**config.mk**
```make
export PLATFORM = sky130hd
export DESIGN_NAME = sha256_byte_stream_hasher_flat
export DESIGN_NICKNAME = d
export VERILOG_FILES = /design/src/hdl/sha_pkg.sv /design/src/hdl/sha_stream_if.sv /design/src/hdl/sha_datapath.sv /design/src/hdl/sha_control.sv /design/src/hdl/sha256_byte_stream_hasher.sv /design/src/flat_wrapper.sv
export SDC_FILE = /design/constraint.sdc
export NUM_CORES = 2
export LEC_CHECK = 0
export ABC_AREA = 1
export BUFFER_PORTS_ARGS = -buffer_cell sky130_fd_sc_hd__buf_2
export CORE_ASPECT_RATIO = 1.2
export CORE_MARGIN = 2
export CORE_UTILIZATION = 45
export CTS_BUF_LIST = sky130_fd_sc_hd__clkbuf_8
export DETAILED_ROUTE_END_ITERATION = 10
export PLACE_DENSITY = 0.58
export SYNTH_ARGS = -nofsm -noshare
export SYNTH_HDL_FRONTEND = slang
export SYNTH_HIERARCHICAL = 1
export SYNTH_SLANG_ARGS = --single-unit
```
**constraint.sdc**
```tcl
create_clock -name clock -period 15.9 [get_ports clock]
set_input_delay 1.59 -clock clock [delete_from_list [all_inputs] [get_ports clock]]
set_output_delay 1.59 -clock clock [all_outputs]
set_load 0.05 [all_outputs]
```
**src/hdl/sha_pkg.sv**
```systemverilog
`default_nettype none
package sha_pkg;

   typedef logic [31:0] word_type;
   typedef logic [7:0]  byte_type;

   // request payload
   typedef struct packed {
      logic     op;
      byte_type byte_value;
   } req_type;

   // response payload
   typedef struct packed {
      word_type   digest_word;
      logic [2:0] word_index;
      logic       last_word;
   } rsp_type;

   localparam logic OpPush   = 1'b0;
   localparam logic OpFinish = 1'b1;

   localparam byte_type PadByte = 8'h80;

   // controller to datapath commands
   typedef struct packed {
      logic       buf_write;     // write buffer entry
      logic [5:0] buf_addr;
      byte_type   buf_data;
      logic       block_start;   // load working vars from chain
      logic       round_step;    // perform one round
      logic [5:0] round_idx;
      logic       block_end;     // fold working vars into chain
      logic       chain_init;    // restore initial values
      logic       out_shift;     // rotate chain for digest output
   } cmd_type;

   typedef struct packed {
      word_type out_word;
   } sts_type;

   localparam word_type InitHash [8] = '{
      32'h6a09e667, 32'hbb67ae85, 32'h3c6ef372, 32'ha54ff53a,
      32'h510e527f, 32'h9b05688c, 32'h1f83d9ab, 32'h5be0cd19};

   localparam word_type RoundK [64] = '{
      32'h428a2f98, 32'h71374491, 32'hb5c0fbcf, 32'he9b5dba5, 32'h3956c25b, 32'h59f111f1,
      32'h923f82a4, 32'hab1c5ed5, 32'hd807aa98, 32'h12835b01, 32'h243185be, 32'h550c7dc3,
      32'h72be5d74, 32'h80deb1fe, 32'h9bdc06a7, 32'hc19bf174, 32'he49b69c1, 32'hefbe4786,
      32'h0fc19dc6, 32'h240ca1cc, 32'h2de92c6f, 32'h4a7484aa, 32'h5cb0a9dc, 32'h76f988da,
      32'h983e5152, 32'ha831c66d, 32'hb00327c8, 32'hbf597fc7, 32'hc6e00bf3, 32'hd5a79147,
      32'h06ca6351, 32'h14292967, 32'h27b70a85, 32'h2e1b2138, 32'h4d2c6dfc, 32'h53380d13,
      32'h650a7354, 32'h766a0abb, 32'h81c2c92e, 32'h92722c85, 32'ha2bfe8a1, 32'ha81a664b,
      32'hc24b8b70, 32'hc76c51a3, 32'hd192e819, 32'hd6990624, 32'hf40e3585, 32'h106aa070,
      32'h19a4c116, 32'h1e376c08, 32'h2748774c, 32'h34b0bcb5, 32'h391c0cb3, 32'h4ed8aa4a,
      32'h5b9cca4f, 32'h682e6ff3, 32'h748f82ee, 32'h78a5636f, 32'h84c87814, 32'h8cc70208,
      32'h90befffa, 32'ha4506ceb, 32'hbef9a3f7, 32'hc67178f2};

endpackage
`default_nettype wire

```
**src/hdl/sha_stream_if.sv**
```systemverilog
`default_nettype none
interface sha_stream_if #(parameter type payload_type = logic);
   logic        valid;
   logic        ready;
   payload_type payload;
   modport source (output valid, output payload, input ready);
   modport sink (input valid, input payload, output ready);
endinterface
`default_nettype wire

```
**src/hdl/sha_datapath.sv**
```systemverilog
`default_nettype none
module sha_datapath (
   input  wire                  clock,
   input  wire sha_pkg::cmd_type cmd,
   output sha_pkg::sts_type     sts
);
   sha_pkg::word_type chain_ff [8];
   sha_pkg::word_type work_ff [8];
   sha_pkg::word_type sched_ff [16];
   sha_pkg::word_type buf_mem [16];
   sha_pkg::word_type rd_word_ff;

   sha_pkg::word_type w_cur, s0, s1, w_new, big0, big1, chs, mj, t1, t2;
   sha_pkg::word_type w15, w2;

   // block buffer: byte lane writes, one word read for the message schedule
   always_ff @(posedge clock) begin
      if (cmd.buf_write) begin
         buf_mem[cmd.buf_addr[5:2]][{~cmd.buf_addr[1:0], 3'd0} +: 8] <= cmd.buf_data;
      end
      rd_word_ff <= buf_mem[cmd.round_idx[3:0]];
   end

   // message schedule word and round terms for this round
   always_comb begin
      w15   = sched_ff[1];
      w2    = sched_ff[14];
      s0    = {w15[6:0], w15[31:7]} ^ {w15[17:0], w15[31:18]} ^ (w15 >> 3);
      s1    = {w2[16:0], w2[31:17]} ^ {w2[18:0], w2[31:19]} ^ (w2 >> 10);
      w_new = s1 + sched_ff[9] + s0 + sched_ff[0];
      w_cur = cmd.round_idx[5:4] == 2'd0 ? rd_word_ff : w_new;
      big1  = {work_ff[4][5:0], work_ff[4][31:6]} ^ {work_ff[4][10:0], work_ff[4][31:11]}
            ^ {work_ff[4][24:0], work_ff[4][31:25]};
      chs   = (work_ff[4] & work_ff[5]) ^ (~work_ff[4] & work_ff[6]);
      t1    = work_ff[7] + big1 + chs + sha_pkg::RoundK[cmd.round_idx] + w_cur;
      big0  = {work_ff[0][1:0], work_ff[0][31:2]} ^ {work_ff[0][12:0], work_ff[0][31:13]}
            ^ {work_ff[0][21:0], work_ff[0][31:22]};
      mj    = (work_ff[0] & work_ff[1]) ^ (work_ff[0] & work_ff[2]) ^ (work_ff[1] & work_ff[2]);
      t2    = big0 + mj;
   end

   // initialise, fold and rotate the chain; load working vars and advance rounds
   always_ff @(posedge clock) begin
      if (cmd.chain_init) begin
         for (int i = 0; i < 8; i++) chain_ff[i] <= sha_pkg::InitHash[i];
      end else if (cmd.block_end) begin
         for (int i = 0; i < 8; i++) chain_ff[i] <= chain_ff[i] + work_ff[i];
      end else if (cmd.out_shift) begin
         for (int i = 0; i < 7; i++) chain_ff[i] <= chain_ff[i+1];
         chain_ff[7] <= chain_ff[0];
      end
      if (cmd.block_start) begin
         for (int i = 0; i < 8; i++) work_ff[i] <= chain_ff[i];
      end else if (cmd.round_step) begin
         work_ff[7] <= work_ff[6];
         work_ff[6] <= work_ff[5];
         work_ff[5] <= work_ff[4];
         work_ff[4] <= work_ff[3] + t1;
         work_ff[3] <= work_ff[2];
         work_ff[2] <= work_ff[1];
         work_ff[1] <= work_ff[0];
         work_ff[0] <= t1 + t2;
         for (int i = 0; i < 15; i++) sched_ff[i] <= sched_ff[i+1];
         sched_ff[15] <= w_cur;
      end
   end

   assign sts.out_word = chain_ff[0];
endmodule
`default_nettype wire

```
**src/hdl/sha_control.sv**
```systemverilog
`default_nettype none
module sha_control (
   input  wire               clock,
   input  wire               reset,
   sha_stream_if.sink        req,
   sha_stream_if.source      rsp,
   output sha_pkg::cmd_type  cmd,
   input  wire sha_pkg::sts_type sts
);
   localparam logic [3:0] StIdle  = 4'd0;
   localparam logic [3:0] StPad   = 4'd1;
   localparam logic [3:0] StLen   = 4'd2;
   localparam logic [3:0] StStart = 4'd3;
   localparam logic [3:0] StPrime = 4'd4;
   localparam logic [3:0] StRound = 4'd5;
   localparam logic [3:0] StFold  = 4'd6;
   localparam logic [3:0] StOut   = 4'd7;

   logic [3:0]  state_ff, state_in;
   logic [5:0]  fill_ff, fill_in;
   logic [63:0] bits_ff, bits_in;
   logic [63:0] total_ff, total_in;
   logic [5:0]  idx_ff, idx_in;
   logic        fin_ff, fin_in;   // finishing message
   logic        last_ff, last_in; // block in flight is the final one
   logic [2:0]  oidx_ff, oidx_in;

   assign req.ready   = state_ff == StIdle;
   assign rsp.valid   = state_ff == StOut;
   assign rsp.payload = {sts.out_word, oidx_ff, oidx_ff == 3'd7};

   always_comb begin
      state_in = state_ff;
      fill_in  = fill_ff;
      bits_in  = bits_ff;
      total_in = total_ff;
      idx_in   = idx_ff;
      fin_in   = fin_ff;
      last_in  = last_ff;
      oidx_in  = oidx_ff;
      cmd      = '0;
      cmd.round_idx = idx_ff;
      unique case (state_ff)
         StIdle: begin
            if (req.valid) begin
               if (req.payload.op == sha_pkg::OpPush) begin
                  cmd.buf_write = 1'b1;
                  cmd.buf_addr  = fill_ff;
                  cmd.buf_data  = req.payload.byte_value;
                  fill_in = fill_ff + 6'd1;
                  if (fill_ff == 6'd63) begin
                     bits_in  = bits_ff + 64'd512;
                     last_in  = 1'b0;
                     fin_in   = 1'b0;
                     state_in = StStart;
                  end
               end else begin
                  cmd.buf_write = 1'b1;
                  cmd.buf_addr  = fill_ff;
                  cmd.buf_data  = sha_pkg::PadByte;
                  total_in = bits_ff + {55'd0, fill_ff, 3'd0};
                  fin_in   = 1'b1;
                  idx_in   = fill_ff + 6'd1;
                  if (fill_ff == 6'd63) begin
                     last_in = 1'b0; state_in = StStart;
                  end else begin
                     last_in = fill_ff < 6'd56 ? 1'b1 : 1'b0;
                     state_in = StPad;
                  end
               end
            end
         end
         // zero fill up to the length field, or to block end
         StPad: begin
            if (last_ff && idx_ff >= 6'd56) begin
               idx_in = 6'd56; state_in = StLen;
            end else begin
               cmd.buf_write = 1'b1;
               cmd.buf_addr  = idx_ff;
               cmd.buf_data  = '0;
               idx_in = idx_ff + 6'd1;
               if (idx_ff == 6'd63) state_in = StStart;
            end
         end
         // big-endian length bytes
         StLen: begin
            cmd.buf_write = 1'b1;
            cmd.buf_addr  = idx_ff;
            cmd.buf_data  = total_ff[8*(7-idx_ff[2:0]) +: 8];
            idx_in = idx_ff + 6'd1;
            if (idx_ff == 6'd63) state_in = StStart;
         end
         StStart: begin
            cmd.block_start = 1'b1;
            idx_in = '0;
            state_in = StPrime;
         end
         // buffer word read latency
         StPrime: begin
            cmd.round_idx = idx_ff;
            state_in = StRound;
         end
         StRound: begin
            cmd.round_step = 1'b1;
            cmd.round_idx  = idx_ff;
            idx_in = idx_ff + 6'd1;
            if (idx_ff == 6'd63) state_in = StFold;
            else if (idx_ff < 6'd15) state_in = StPrime;
         end
         StFold: begin
            cmd.block_end = 1'b1;
            if (!fin_ff) state_in = StIdle;
            else if (last_ff) begin
               oidx_in = '0; state_in = StOut;
            end else begin
               last_in = 1'b1; idx_in = '0; state_in = StPad;
            end
         end
         StOut: begin
            if (rsp.ready) begin
               cmd.out_shift = 1'b1;
               oidx_in = oidx_ff + 3'd1;
               if (oidx_ff == 3'd7) begin
                  cmd.out_shift  = 1'b0;
                  cmd.chain_init = 1'b1;
                  fill_in = '0; bits_in = '0; fin_in = 1'b0;
                  state_in = StIdle;
               end
            end
         end
         default: state_in = StIdle;
      endcase
   end

   always_ff @(posedge clock) begin
      if (reset) begin
         state_ff <= StIdle;
         fill_ff  <= '0;
         bits_ff  <= '0;
         fin_ff   <= 1'b0;
         last_ff  <= 1'b0;
         oidx_ff  <= '0;
         idx_ff   <= '0;
      end else begin
         state_ff <= state_in;
         fill_ff  <= fill_in;
         bits_ff  <= bits_in;
         fin_ff   <= fin_in;
         last_ff  <= last_in;
         oidx_ff  <= oidx_in;
         idx_ff   <= idx_in;
      end
      total_ff <= total_in;
   end
endmodule
`default_nettype wire

```
**src/hdl/sha256_byte_stream_hasher.sv**
```systemverilog
`default_nettype none
// Push: a byte is taken while idle; the 64th byte adds a block pass
// (one round per cycle, but each of the first 16 rounds waits on the buffer read).
// Finish: padding writes before each of one or two block passes, then
// eight digest words, one per cycle while rsp_ready is high.
// Synchronous active-high reset restores the initial chain and zero length.
module sha256_byte_stream_hasher (
   input  wire  clock,
   input  wire  reset,
   sha_stream_if.sink   req,
   sha_stream_if.source rsp
);
   sha_pkg::cmd_type cmd;
   sha_pkg::sts_type sts;

   sha_control u_ctrl (.clock, .reset, .req, .rsp, .cmd, .sts);

   // chain loads its initial values on reset
   sha_pkg::cmd_type dp_cmd;
   always_comb begin
      dp_cmd = cmd;
      if (reset) dp_cmd.chain_init = 1'b1;
   end

   sha_datapath u_dp (.clock, .cmd(dp_cmd), .sts);
endmodule
`default_nettype wire

```
**src/flat_wrapper.sv**
```systemverilog
// flat-port wrapper written by rule: the top's interface ports become plain ports
module sha256_byte_stream_hasher_flat 
  (clock, reset, req_valid, req_payload, req_ready, rsp_valid, rsp_payload, rsp_ready);
  sha_stream_if #(.payload_type(sha_pkg::req_type)) req_i ();
  sha_stream_if #(.payload_type(sha_pkg::rsp_type)) rsp_i ();
  input  wire clock;
  input  wire reset;
  input wire logic [$bits(req_i.valid)-1:0] req_valid;
  input wire logic [$bits(req_i.payload)-1:0] req_payload;
  output wire logic [$bits(req_i.ready)-1:0] req_ready;
  output wire logic [$bits(rsp_i.valid)-1:0] rsp_valid;
  output wire logic [$bits(rsp_i.payload)-1:0] rsp_payload;
  input wire logic [$bits(rsp_i.ready)-1:0] rsp_ready;
  assign req_i.valid = req_valid;
  assign req_i.payload = req_payload;
  assign req_ready = req_i.ready;
  assign rsp_valid = rsp_i.valid;
  assign rsp_payload = rsp_i.payload;
  assign rsp_i.ready = rsp_ready;
  sha256_byte_stream_hasher u_core (.clock(clock), .reset(reset), .req(req_i), .rsp(rsp_i));
endmodule
```
==> impl_metrics.env <==
export IMPL_outcome="finished clean"
export IMPL_cts_tree="yes"
export IMPL_final_max_slew_viol_count=0
export IMPL_tightestPinTransition_ns=1.355
export IMPL_clock_latency_ns=1.10
export IMPL_critPathLaunchType="flip-flop"
export IMPL_clock_sinks=1705
export IMPL_ant_nets=0
export IMPL_path_clk_slew_ns=0.07
export IMPL_crit_type="flip-flop to flip-flop"
export IMPL_cts_hold_fix_buffers=0
export IMPL_min_period_ns=10.64
export IMPL_ff2ff_path_depth=33
export IMPL_start_util_pct=45.23
export IMPL_postCtsSetupRepairBufs=0
export IMPL_post_route_period_util_pct=66.90
export IMPL_synth_distinct_cells=80
export IMPL_cpPeakStageDelay_ns=1.06
export IMPL_maxCapViolations=0
export IMPL_synth_async_reset_ratio_pct=0
export IMPL_dp_cells=12520
export IMPL_synth_seq_cells=1705
export IMPL_cp_arrival_ns=11.39
export IMPL_io_pins=51
export IMPL_finClkSkew_ns=0.09250
export IMPL_syn_inst=9990
export IMPL_dp_hpwl_um=263600
export IMPL_yosysWarnings=6
export IMPL_vias_per_cell=5.797
export IMPL_final_common_cell="nand2_1"
export IMPL_port_buffers=50
export IMPL_die_h_um=511.6
export IMPL_dieArea_um2=218500
export IMPL_critPathMaxFanout=51
export IMPL_r2r_start="u_core/u_ctrl/idx_ff[2]"
export IMPL_nNetsFinal=10620
export IMPL_syn_avg_cell_area_um2=9.673
export IMPL_synth_edff_count=1597
export IMPL_htree_levels=5
export IMPL_rrSetupSlack_ns=5.26
export IMPL_routed_wl_um=355900
export IMPL_drt_initial_drc_count=7714
export IMPL_hold_path_class="flip-flop to flip-flop"
export IMPL_clk_path_buf_depth=4
export IMPL_reg2reg_to="u_core/u_dp/work_ff[0][23]"
export IMPL_syn_to_final_growth_pct=8.451
export IMPL_routabilityCongestion=1.063
export IMPL_grt_usage_pct=32.10
export IMPL_cts_root_buf="clkbuf_8"
export IMPL_cp_end_kind="flip-flop"
export IMPL_drt_wirelength_per_cell_um=27.25
export IMPL_rsz0062_at_grt="no"
export IMPL_tns_ns=0
export IMPL_grt_pass1_vias=73840
export IMPL_ys_seq_area_share_pct=51.87
export IMPL_core_area_um2=213600
export IMPL_rows=186
export IMPL_max_freq_mhz=94.01
export IMPL_final_cell_mix="1,832 x nand2_1, 1,597 x edfxtp_1, 1,227 x inv_1, 948 x o21ai_0, 847 x nor2_1"
export IMPL_syn_area_um2=96630
export IMPL_drcViolationCount=0
export IMPL_setup_viol=0
export IMPL_final_cells=13060
export IMPL_setup_worst_path_start="u_core/u_ctrl/idx_ff[2]"
export IMPL_grt_antenna_before_repair=13
export IMPL_synth_flop_cell="edfxtp_1"
export IMPL_relSlewSlack_pct=7.333
export IMPL_drtPass1Iterations=9
export IMPL_grt_start_max_net_pins=200
export IMPL_grt_pass1_wl_um=509400
export IMPL_fin_util_pct=49.05
export IMPL_cts_resized=0
export IMPL_cts_inserted_buffers=308
export IMPL_vias=75700
export IMPL_grt_remaining_overflow=0
export IMPL_hold_slack_ns=0.3744
export IMPL_drive_gt1_share_pct=6.988
export IMPL_cp_required_ns=16.65
export IMPL_crit_slowest_cell="a2111oi_0"
export IMPL_crit_end="u_core/u_dp/work_ff[0][23]"
export IMPL_finalHoldViolCount=0
export IMPL_die_x_um=427.0
[cell type report]
| class | instances | area, um^2 |
|---|---|---|
| Clock buffer | 326 | 4487 |
| Sequential cell | 1705 | 50130 |
| Antenna cell | 6 | 15.01 |
| Timing Repair Buffer | 131 | 918.4 |
| Inverter | 1157 | 4369 |
| Fill cell | 20130 | 108800 |
| Clock inverter | 202 | 1067 |
| Multi-Input combinational cell | 6711 | 40280 |
| Tap cell | 2820 | 3528 |
[worst min path at each step]
stage,start,endpoint,slack (ns),depth (start not counted)
after floorplan,u_core/u_dp/sched_ff[0][132],u_core/u_dp/sched_ff[0][100],0.40,0
after CTS,u_core/u_dp/sched_ff[1][107],u_core/u_dp/sched_ff[1][75],0.37,0
after global placement,u_core/u_dp/sched_ff[1][21],u_core/u_dp/sched_ff[0][245],0.40,0
after global routing,u_core/u_dp/sched_ff[1][136],u_core/u_dp/sched_ff[1][104],0.39,0
after detailed placement,u_core/u_dp/sched_ff[0][143],u_core/u_dp/sched_ff[0][111],0.40,0
final,u_core/u_dp/sched_ff[1][107],u_core/u_dp/sched_ff[1][75],0.37,0
[routing by layer]
| layer | up-vias | share of wire [%] | GRT usage (%) |
|---|---|---|---|
| li1 | 34390 | - | - |
| met1 | 37070 | 40 | 41.12 |
| met2 | 3372 | 47 | 51.76 |
| met3 | 866 | 7.0 | 4.923 |
| met4 | 10 | 6.5 | 18.20 |
| met5 | - | 0.020 | 0 |
[Yosys cell counts, types with 16 or more instances]
master / number / area (um^2)
o21a_1: 24 / 180.2
a221oi_1: 95 / 832.1
edfxtp_1: 1597 / 47960
a21oi_2: 18 / 157.7
xnor2_1: 219 / 1918
clkbuf_1: 265 / 994.7
maj3_1: 16 / 160.2
buf_4: 69 / 518.0
nand2_1: 1836 / 6892
o21ai_0: 949 / 4750
o21bai_1: 64 / 480.5
ha_1: 399 / 4992
dfxtp_1: 108 / 2162
o221ai_1: 20 / 175.2
nor4_1: 19 / 118.9
buf_1: 21 / 78.83
nand4_1: 49 / 306.5
nand2_2: 17 / 106.4
o21ai_1: 37 / 185.2
a31oi_1: 56 / 350.3
inv_1: 1139 / 4275
o211ai_1: 32 / 240.2
o22ai_1: 51 / 319.1
fa_1: 195 / 3904
xor2_1: 247 / 2163
a22oi_1: 79 / 593.1
o21ai_2: 28 / 245.2
or2_2: 43 / 269.0
nand3_1: 380 / 1902
a21o_1: 45 / 337.8
nor2_1: 856 / 3213
nor3_1: 116 / 580.6
a21oi_1: 651 / 3258
buf_2: 51 / 255.2
[kinds of logic (layout without fill, tap and decap cells)]
| group | Yosys count | in the layout | share of synthesized area (%) |
|---|---|---|---|
| other | 1 | 8 | 0.003881 |
| adders and majority gates | 610 | 610 | 9.372 |
| and+or+nand+nor | 3391 | 3391 | 14.58 |
| DFF | 1705 | 1705 | 51.87 |
| xor gates and xnor gates | 467 | 467 | 4.241 |
| buffers and inverters | 1575 | 1816 | 6.539 |
| AOI/OAI and AO/OA | 2241 | 2241 | 13.40 |
[critical path, delay by kind of cell, from the launching register on]
family | cells | cell delay (ns)
buffers and inverters | 7 | 1.68
AOI/OAI and AO/OA | 10 | 3.16
xor gates and xnor gates | 2 | 0.75
adders and majority gates | 7 | 2.88
and+or+nand+nor | 7 | 0.80
DFF | 1 | 0.89
[registers in the layout (all words and copies together), names as in the netlist, 32 cells and up]
| name | count |
|---|---|
| u_core/u_ctrl/bits_ff | 55 |
| u_core/u_ctrl/total_ff | 61 |
| u_core/u_dp/buf_mem | 512 |
| u_core/u_dp/chain_ff | 256 |
| u_core/u_dp/rd_word_ff | 32 |
| u_core/u_dp/sched_ff | 512 |
| u_core/u_dp/work_ff | 256 |
[through the flow]
step                      setup slack (ns)  cell area, um^2
after global placement               5.425            99220
after detailed placement             5.500            99220
after CTS                            5.380           104800
final                                5.263           104800
after floorplan                      7.344            96640
after global routing                 4.779           104800
Power is not shown: default switching activity piles up to over one toggle a cycle in this logic, so the estimate is an artifact.
